===== src/sv/rseu_pkg.sv =====
// Shared constants, beat types, decode tables and helpers of the execute unit.
package rseu_pkg;

  localparam int DATA_WORDS = 256;
  localparam int PROG_DEPTH = 1024;
  localparam int XLEN       = 32;
  localparam int RF_DEPTH   = 32;
  localparam int RF_AW      = 5;
  localparam int DM_AW      = $clog2(DATA_WORDS);
  localparam int PC_W       = $clog2(PROG_DEPTH);
  localparam int CLR_WORDS  = (DATA_WORDS > RF_DEPTH) ? DATA_WORDS : RF_DEPTH;
  localparam int CLR_AW     = $clog2(CLR_WORDS);
  localparam logic [XLEN-1:0] DM_BYTES = XLEN'(DATA_WORDS * 4);

  // Result queue depth (power of two).
  localparam int OQ_DEPTH = 2;
  localparam int OQ_AW    = $clog2(OQ_DEPTH);
  localparam int OQ_CW    = $clog2(OQ_DEPTH + 1);

  // Instruction categories, bits 31:29.
  localparam logic [2:0] CAT_BRANCH = 3'd1;
  localparam logic [2:0] CAT_IMM    = 3'd2;
  localparam logic [2:0] CAT_REG    = 3'd3;
  localparam logic [2:0] CAT_MEM    = 3'd4;
  localparam logic [2:0] CAT_HALT   = 3'd5;

  // Opcodes.
  localparam logic [4:0] OP_CBZ  = 5'd16;
  localparam logic [4:0] OP_CBNZ = 5'd17;
  localparam logic [6:0] OP_ORRI = 7'd64;
  localparam logic [6:0] OP_EORI = 7'd65;
  localparam logic [6:0] OP_ADDI = 7'd66;
  localparam logic [6:0] OP_SUBI = 7'd67;
  localparam logic [6:0] OP_ANDI = 7'd68;
  localparam logic [7:0] OP_EOR  = 8'd160;
  localparam logic [7:0] OP_ADD  = 8'd162;
  localparam logic [7:0] OP_SUB  = 8'd163;
  localparam logic [7:0] OP_AND  = 8'd164;
  localparam logic [7:0] OP_ORR  = 8'd165;
  localparam logic [7:0] OP_LSR  = 8'd166;
  localparam logic [7:0] OP_LSL  = 8'd167;
  localparam logic [7:0] OP_LDUR = 8'd170;
  localparam logic [7:0] OP_STUR = 8'd171;

  typedef logic [PC_W-1:0] pc_t;

  typedef struct packed {
    logic        mode;
    logic [31:0] item_word;
    logic [9:0]  preload_address;
  } in_item_t;

  typedef struct packed {
    logic [9:0]         next_index;
    logic               halted;
    logic               illegal;
    logic               mem_fault;
    logic               wb_valid;
    logic [4:0]         wb_reg;
    logic signed [31:0] wb_value;
  } out_item_t;

  // Register file read ports for one instruction.
  typedef struct packed {
    logic [RF_AW-1:0] ra;
    logic [RF_AW-1:0] rb;
  } rf_rd_t;

  // Execute stage outcome handed to the writeback stage.
  typedef struct packed {
    logic             halted;
    logic             illegal;
    logic             mem_fault;
    logic             wb_valid;
    logic [4:0]       wb_reg;
    logic [XLEN-1:0]  wb_value;
    logic             is_load;
    logic             dm_we;
    logic [DM_AW-1:0] dm_addr;
    logic [XLEN-1:0]  dm_wdata;
    logic             keep_pc;
    logic             take;
    pc_t              inc;
    pc_t              br_a;
    pc_t              br_b;
  } exec_res_t;

  // Residue tables for the branch offset: low and middle 7-bit slices, signed top slice.
  typedef pc_t res7_tbl_t [128];
  typedef pc_t res5_tbl_t [32];

  function automatic res7_tbl_t build_res7(int sh);
    res7_tbl_t t;
    longint    m;
    for (int i = 0; i < 128; i++) begin
      m    = (longint'(i) <<< sh) % PROG_DEPTH;
      t[i] = PC_W'(m);
    end
    return t;
  endfunction

  function automatic res5_tbl_t build_res_hi();
    res5_tbl_t t;
    longint    m;
    longint    h;
    for (int i = 0; i < 32; i++) begin
      h = (i >= 16) ? longint'(i - 32) : longint'(i);
      m = (h * 16384) % PROG_DEPTH;
      if (m < 0) begin
        m = m + PROG_DEPTH;
      end
      t[i] = PC_W'(m);
    end
    return t;
  endfunction

  localparam res7_tbl_t OFF_LO_RES  = build_res7(0);
  localparam res7_tbl_t OFF_MID_RES = build_res7(7);
  localparam res5_tbl_t OFF_HI_RES  = build_res_hi();

  // Sum of two residues, folded back below the program depth.
  function automatic pc_t add_mod(pc_t x, pc_t y);
    logic [PC_W:0] s;
    logic [PC_W:0] d;
    s = {1'b0, x} + {1'b0, y};
    d = s - (PC_W+1)'(PROG_DEPTH);
    return (s >= (PC_W+1)'(PROG_DEPTH)) ? d[PC_W-1:0] : s[PC_W-1:0];
  endfunction

  function automatic logic addr_ok(logic [XLEN-1:0] a);
    return (a[1:0] == 2'b00) && (a < DM_BYTES);
  endfunction

  function automatic logic [DM_AW-1:0] dm_index(logic [XLEN-1:0] a);
    return a[DM_AW+1:2];
  endfunction

  // Register file read addresses by instruction category.
  function automatic rf_rd_t rf_ports(in_item_t it);
    rf_rd_t p;
    p = '0;
    unique case (it.item_word[31:29])
      CAT_BRANCH: p.ra = it.item_word[23:19];
      CAT_IMM:    p.ra = it.item_word[16:12];
      CAT_REG: begin
        p.ra = it.item_word[15:11];
        p.rb = it.item_word[10:6];
      end
      CAT_MEM: begin
        p.ra = it.item_word[15:11];
        p.rb = it.item_word[20:16];
      end
      default: p = '0;
    endcase
    return p;
  endfunction

endpackage


===== src/sv/rseu_outq.sv =====
// Result queue that decouples the writeback stage from the output channel.
module rseu_outq import rseu_pkg::*; (
  input  logic      clk,
  input  logic      rst_n,
  input  logic      push,
  input  out_item_t push_data,
  output logic      room,
  output logic      out_valid,
  input  logic      out_ready,
  output out_item_t out_data
);

  out_item_t        q_mem [OQ_DEPTH];
  logic [OQ_AW-1:0] wr_ptr_r;
  logic [OQ_AW-1:0] rd_ptr_r;
  logic [OQ_CW-1:0] cnt_r;
  logic [OQ_CW-1:0] cnt_nxt;
  logic             pop;

  assign out_valid = (cnt_r != '0);
  assign out_data  = q_mem[rd_ptr_r];
  assign pop       = out_valid && out_ready;

  // Room for one more item beyond the beat already on its way in.
  assign room = ({1'b0, cnt_r} + (OQ_CW+1)'(push)) < (OQ_CW+1)'(OQ_DEPTH);

  always_comb begin
    cnt_nxt = cnt_r;
    if (push && !pop) begin
      cnt_nxt = cnt_r + OQ_CW'(1);
    end else if (pop && !push) begin
      cnt_nxt = cnt_r - OQ_CW'(1);
    end
  end

  // Store pushed beats.
  always_ff @(posedge clk) begin
    if (push) begin
      q_mem[wr_ptr_r] <= push_data;
    end
  end

  // Advance pointers and count.
  always_ff @(posedge clk) begin
    if (!rst_n) begin
      wr_ptr_r <= '0;
      rd_ptr_r <= '0;
      cnt_r    <= '0;
    end else begin
      cnt_r <= cnt_nxt;
      if (push) begin
        wr_ptr_r <= wr_ptr_r + OQ_AW'(1);
      end
      if (pop) begin
        rd_ptr_r <= rd_ptr_r + OQ_AW'(1);
      end
    end
  end

endmodule


===== config.mk =====
export PLATFORM = sky130hd
export DESIGN_NAME = rseu_outq
export DESIGN_NICKNAME = d
export VERILOG_FILES = /design/src/sv/rseu_pkg.sv /design/src/sv/rseu_outq.sv
export SDC_FILE = /design/constraint.sdc
export NUM_CORES = 1
export LEC_CHECK = 0
export ABC_CLOCK_PERIOD_IN_PS = 4400
export BUFFER_PORTS_ARGS = -buffer_cell sky130_fd_sc_hd__buf_2
export CAP_MARGIN = 10
export CORE_MARGIN = 1.5
export CORE_UTILIZATION = 30
export DETAILED_ROUTE_END_ITERATION = 12
export SYNTH_ARGS = -nofsm -noshare
export SYNTH_HDL_FRONTEND = slang
export SYNTH_SLANG_ARGS = --single-unit

===== constraint.sdc =====
create_clock -name clk -period 4.4 [get_ports clk]
set_input_delay 0.44 -clock clk [delete_from_list [all_inputs] [get_ports clk]]
set_output_delay 0.44 -clock clk [all_outputs]
set_load 0.02 [all_outputs]

==> results of run 1 <==
-- worst max-delay path, cell delays in order (launching register included) --
cell	delay, ns
sky130_fd_sc_hd__dfxtp_2	0.66
sky130_fd_sc_hd__buf_4	0.49
sky130_fd_sc_hd__mux2_2	0.40
sky130_fd_sc_hd__buf_2	0.16
-- flip-flops by register name, summed over array words and instances, names as in the netlist, named ones only --
| name | flops |
|---|---|
| cnt_r | 2 |
| q_mem | 102 |
| wr_ptr_r | 1 |
| rd_ptr_r | 1 |
-- routing by layer --
layer,vias to the layer above,share of wire (%),GRT usage [%]
met2,62,51,17.27
met5,-,0.23,0
met3,14,5.7,4.068
li1,942,-,-
met4,2,2.3,6.024
met1,988,41,12.10
-- stage by stage --
| step | power [mW] | hold slack, ns |
|---|---|---|
| 2_1_floorplan | 1.731 | 0.4778 |
| 3_3_place_gp | 1.931 | 0.4934 |
| 3_5_place_dp | 1.941 | 0.5225 |
| 4_1_cts | 2.676 | 0.2623 |
| 5_1_grt | 2.761 | 0.2591 |
| 6_report | 2.632 | 0.2836 |
-- power by group --
| group | switching [mW] | total [mW] | internal, mW |
|---|---|---|---|
| Sequential | 0.0555 | 1.24 | 1.19 |
| Combinational | 0.366 | 0.661 | 0.295 |
| Clock | 0.329 | 0.727 | 0.398 |
| Total | 0.750 | 2.63 | 1.88 |
-- final cells by class --
cell class	instances	area, sq um	share of cell area, %
Tap cell	172	215.2	4.386
Clock buffer	13	250.2	5.099
Multi-Input combinational cell	68	701.9	14.30
Clock inverter	3	17.52	0.3570
Sequential cell	107	3164	64.48
Timing Repair Buffer	110	558.0	11.37
-- logic make-up (layout without fill, tap and decap cells) --
family	count (synthesis)	after routing
flip-flops	107	107
multiplexers	51	51
AND/OR/NAND/NOR	8	8
buffers and inverters	6	126
AO/OA/AOI/OAI	5	5
XOR/XNOR	3	3
adder cells (fa/ha/maj)	1	1
-- worst min path at each step --
stage                           from                      to  cells past startpoint
3_5_place_dp   cnt_r[1]$_SDFFE_PN0P_   cnt_r[1]$_SDFFE_PN0P_                      2
4_1_cts                 push_data[4]   q_mem[1][4]$_DFFE_PP_                      1
5_1_grt                 push_data[4]   q_mem[0][4]$_DFFE_PP_                      1
2_1_floorplan  cnt_r[1]$_SDFFE_PN0P_   cnt_r[1]$_SDFFE_PN0P_                      2
6_report               push_data[30]  q_mem[0][30]$_DFFE_PP_                      1
3_3_place_gp   cnt_r[1]$_SDFFE_PN0P_   cnt_r[1]$_SDFFE_PN0P_                      2
-- cell usage after synthesis, drive strengths merged --
| master | count | share of area, % |
|---|---|---|
| a21boi | 1 | 0.19 |
| a21oi | 1 | 0.13 |
| and2 | 4 | 0.64 |
| buf | 6 | 0.77 |
| dfxtp | 5 | 2.6 |
| edfxtp | 102 | 79 |
| ha | 1 | 0.32 |
| mux2 | 51 | 15 |
| nor2b | 2 | 0.32 |
| o21a | 1 | 0.19 |
| o21ai | 2 | 0.26 |
| or2 | 1 | 0.16 |
| or3 | 1 | 0.16 |
| xnor2 | 2 | 0.45 |
| xor2 | 1 | 0.23 |
==> impl_metrics.yaml, run 1 <==
grt:
  grt.total_usage_pct: 10.64
  vias_in_the_first_global_route: 2011
  grt_pass1_wl_mm: 10.26
  antenna_violations_before_repair: 1
  globalRoute.totalOverflow: 0
  grt_max_degree: 34
placement:
  gpl.final_weighted_congestion: 0.6282
  placed_area_sq_um: 4639
  numPortBuffers: 107
  dp_hpwl_mm: 4.592
  place.detailed.instances: 457
  detailedPlace.worstSlack_ns: 2.161
clock_tree:
  hold_buffers: 0
  htree_levels: 3
  ctsResizeCount: 0
  post_cts.repair.setup_buffers: 0
  clk_pin_slew_worst_paths_ns: 0.07
  num_cts_buffers: 9
  worstSkewPairLatency_ns: 0.34
  clock_tree.root_cell: "sky130_fd_sc_hd__clkbuf_16"
  cts_buffer_depth: 2
  tritoncts: "done"
  tritoncts_num_sinks: 107
timing:
  setup_total_negative_slack_ns: 0
  maximum_clock_frequency_mhz: 396.4
  final_max_slew_viol_count: 0
  report.final.setup_viol: 0
  rsz0062_at_grt: "false"
  worst_pin_slew_ns: 0.9516
  layout_worst_path_cycle_share_pct: 57.33
  relative_max_transition_margin_pct: 36.42
  setup_ws_ns: 1.877
  hold_violations: 0
  min_period_ns: 2.523
  fin_worst_skew_ns: 0.008861
layout:
  finish.utilization_pct: 38.89
  mostFrequentLayoutCells: "sky130_fd_sc_hd__buf_2 (107), sky130_fd_sc_hd__edfxtp_1 (102), sky130_fd_sc_hd__mux2_2 (51)"
  layout.cells.most_common: "sky130_fd_sc_hd__buf_2"
  n_fill_cell: 1205
  design.final.nets: 352
  antenna-diode-count: 0
  stdcell_count: 473
  drive_gt1_share_pct: 59.14
  postLayoutCellArea_sq_um: 4907
  area_overhead_of_the_layout_relative_to_synthesis_pct: 26.27
setup_path:
  worstRegToRegCells: 2
  cp_max_fo: 32
  timing.rr.start: "wr_ptr_r$_SDFFE_PN0P_"
  timing.critical_path.from_type: "flop"
  critPathCaptureType: "output port"
  worst_reg2reg_path_endpoint: "q_mem[0][33]$_DFFE_PP_"
  crit_arrival_ns: 2.08
  cp-endpoint: "out_data[46]"
  ff2ff_setup_slack_ns: 2.50
  worst-setup-path-type: "flop to output port"
  crit_required_ns: 3.96
floorplanning:
  chipWidth_um: 116.8
  rows: 41
  dieArea_sq_um: 13650
  initial_utilization_pct: 30.80
  boundaryPins: 108
  core_region_area_sq_um: 12620
  die_h_um: 116.8
logic_synthesis:
  yosys-mux-area-fraction_pct: 14.78
  synth_cells: 181
  yosys.area_share.simple_pct: 1.288
  syn-cell-area_sq_um: 3886
  post_synthesis_sequential_area_ratio_pct: 81.39
  synth-compound-area-share_pct: 0.7727
  synth_adder_area_share_pct: 0.3220
  avgSynthCellArea_sq_um: 21.47
  register_bit_total_from_synthesis: 107
  synth-warning-count: 0
  synth_top_family_by_area: "multiplexers"
  yosys_cell_types: 16
  postSynthNetCount: 237
  yosys.area_share.xor_xnor_pct: 0.6761
detailed_routing:
  drtPass1Iterations: 4
  route.detailed.vias_per_inst: 4.245
  dr_total_vias: 2008
  drc: 0
  antenna_violating_nets_post_route: 0
  drt-total-wl_mm: 6.921
  routedWlPerCell_um: 14.63
  drt_iter0_markers: 72
power:
  power_leakage_nw: 1.803
  power.density_nw_per_um2: 536.3
  irDropWorstVdd_mv: 0.2455
run:
  drv_cap: 0
outcome:
  result_of_the_run: "finished, final reports clean"
worst_hold_path:
  min_path_type: "primary input to flop"
Power figures use the tool's default switching activity.
==> run 2: changes to the inputs <==
- ABC_CLOCK_PERIOD_IN_PS: 4400 -> 2600
- clock period: 4.4 -> 2.6 ns (I/O delays scaled with it)
==> run 2 against run 1 <==
Compared with the run above:
- setup slack lost 1.1 ns
- sequential share of layout area shrank 0.23 points
- design area grew 0.36%
- critical endpoint is now out_data[5]
- largest cell class unchanged
- utilization increased by 0.14 points
- power is 69% higher
- routed wire length shrank 1.5%
- global-route usage down 0.57 points
- register-to-register slack worse by 1.5 ns
- combinational power increased by 79%
- clock skew shrank 0.0048 ns
- largest power group unchanged
- sequential power is 65% higher
==> impl_metrics.yaml, run 2 (synthesis gave the netlist of run 1 again) <==
outcome:
  result_of_the_run: "finished, final reports clean"
clock_tree:
  num_cts_buffers: 9
  htree_levels: 3
  tritoncts_num_sinks: 107
  ctsResizeCount: 0
  clock_tree.root_cell: "sky130_fd_sc_hd__clkbuf_16"
  post_cts.repair.setup_buffers: 0
  tritoncts: "done"
  clk_pin_slew_worst_paths_ns: 0.07
  hold_buffers: 0
  cts_buffer_depth: 2
  worstSkewPairLatency_ns: 0.34
layout:
  mostFrequentLayoutCells: "sky130_fd_sc_hd__buf_2 (107), sky130_fd_sc_hd__edfxtp_1 (102), sky130_fd_sc_hd__mux2_2 (51)"
  layout.cells.most_common: "sky130_fd_sc_hd__buf_2"
  n_fill_cell: 1212
  largest_register_ff_count: 102
  drive_gt1_share_pct: 59.87
  design.final.nets: 355
  antenna-diode-count: 0
  top_regs: "q_mem (102), cnt_r (2)"
  postLayoutCellArea_sq_um: 4925
  regMostFlops: "q_mem"
  area_overhead_of_the_layout_relative_to_synthesis_pct: 26.72
timing:
  maximum_clock_frequency_mhz: 536.4
  worst_pin_slew_ns: 0.5105
  fin_worst_skew_ns: 0.004073
  setup_total_negative_slack_ns: 0
  relative_max_transition_margin_pct: 65.97
  layout_worst_path_cycle_share_pct: 71.71
  rsz0062_at_grt: "false"
  fin_hold_ws_ns: 0.1058
  hold_violations: 0
  final_max_slew_viol_count: 0
  report.final.setup_viol: 0
  min_period_ns: 1.864
  setup_ws_ns: 0.7356
power:
  irDropWorstVdd_mv: 0.3715
  power_leakage_nw: 1.815
  power.density_nw_per_um2: 902.8
setup_path:
  crit_required_ns: 2.34
  ff2ff_setup_slack_ns: 1.03
  timing.rr.start: "wr_ptr_r$_SDFFE_PN0P_"
  worst_reg2reg_path_endpoint: "q_mem[1][32]$_DFFE_PP_"
  critPathCaptureType: "output port"
  cp_max_fo: 30
  worstRegToRegCells: 2
  timing.critical_path.from_type: "flop"
  crit_arrival_ns: 1.60
  worst-setup-path-type: "flop to output port"
detailed_routing:
  dr_total_vias: 2004
  drc: 0
  antenna_violating_nets_post_route: 0
  drt-total-wl_mm: 6.820
  routedWlPerCell_um: 14.33
  drt_iter0_markers: 125
  route.detailed.vias_per_inst: 4.210
  drtPass1Iterations: 4
floorplanning:
  dieArea_sq_um: 13650
  chipWidth_um: 116.8
  boundaryPins: 108
  rows: 41
  die_h_um: 116.8
  initial_utilization_pct: 30.80
  core_region_area_sq_um: 12620
grt:
  vias_in_the_first_global_route: 1936
  grt_pass1_wl_mm: 9.880
  grt_max_degree: 31
  antenna_violations_before_repair: 0
  grt.total_usage_pct: 10.07
  globalRoute.totalOverflow: 0
placement:
  dp_hpwl_mm: 4.499
  gpl.final_weighted_congestion: 0.6557
  detailedPlace.worstSlack_ns: 0.9729
  placed_area_sq_um: 4662
  numPortBuffers: 107
run:
  drv_cap: 0
worst_hold_path:
  hold_path_depth: 1
  min_to: "q_mem[1][25]$_DFFE_PP_"
  hp-start: "push_data[25]"
  min_path_type: "primary input to flop"
[run 2: changes by cell type in the layout (fill, tap and decap cells not counted), sizes merged]
cell      change
clkinv        +1
buf           +3
clkinvlp      +1
clkbuf        -2
[run 2: where the power goes]
part           internal (mW)  total (mW)  switching, mW
clock                  0.645        1.21          0.570
sequential              2.01        2.05         0.0426
combinational          0.511        1.18          0.667
total                   3.17        4.45           1.28
[run 2: worst max path at each step]
| stage | slack (ns) | to | from |
|---|---|---|---|
| 2_1_floorplan | 0.51 | q_mem[0][0]$_DFFE_PP_ | wr_ptr_r$_SDFFE_PN0P_ |
| 3_3_place_gp | 0.99 | q_mem[1][35]$_DFFE_PP_ | push |
| 3_5_place_dp | 0.97 | q_mem[1][35]$_DFFE_PP_ | push |
| 4_1_cts | 0.70 | out_data[5] | flop |
| 5_1_grt | 0.65 | out_data[12] | flop |
| 6_report | 0.74 | out_data[5] | flop |
[run 2: final cells by class]
class	count	area (sq um)	share of cell area (%)
sequential	107	3164	64.25
multi-input combinational	68	701.9	14.25
timing repair buffer	113	580.6	11.79
clock buffer	11	232.7	4.726
tap	172	215.2	4.370
clock inverter	5	30.03	0.6098
[run 2: critical path, stage by stage, from the launching register on]
cell and delay, ns:
sky130_fd_sc_hd__dfxtp_2 0.32, sky130_fd_sc_hd__buf_4 0.36, sky130_fd_sc_hd__mux2_2 0.40, sky130_fd_sc_hd__buf_2 0.16
[run 2: per-layer routing]
layer | global-route usage, % | wire length (um)
met5 | 0 | 0
met4 | 4.096 | 80
met3 | 4.428 | 503
met2 | 16.18 | 3280
met1 | 11.90 | 2955
[run 2: through the flow]
step           std cells  power (mW)  util, %
6_report             476       4.446    39.02
5_1_grt              476       4.662    39.02
4_1_cts              476       4.518    39.02
3_5_place_dp         460       3.289    36.94
3_3_place_gp         460       3.277    36.94
2_1_floorplan        181       2.929        -
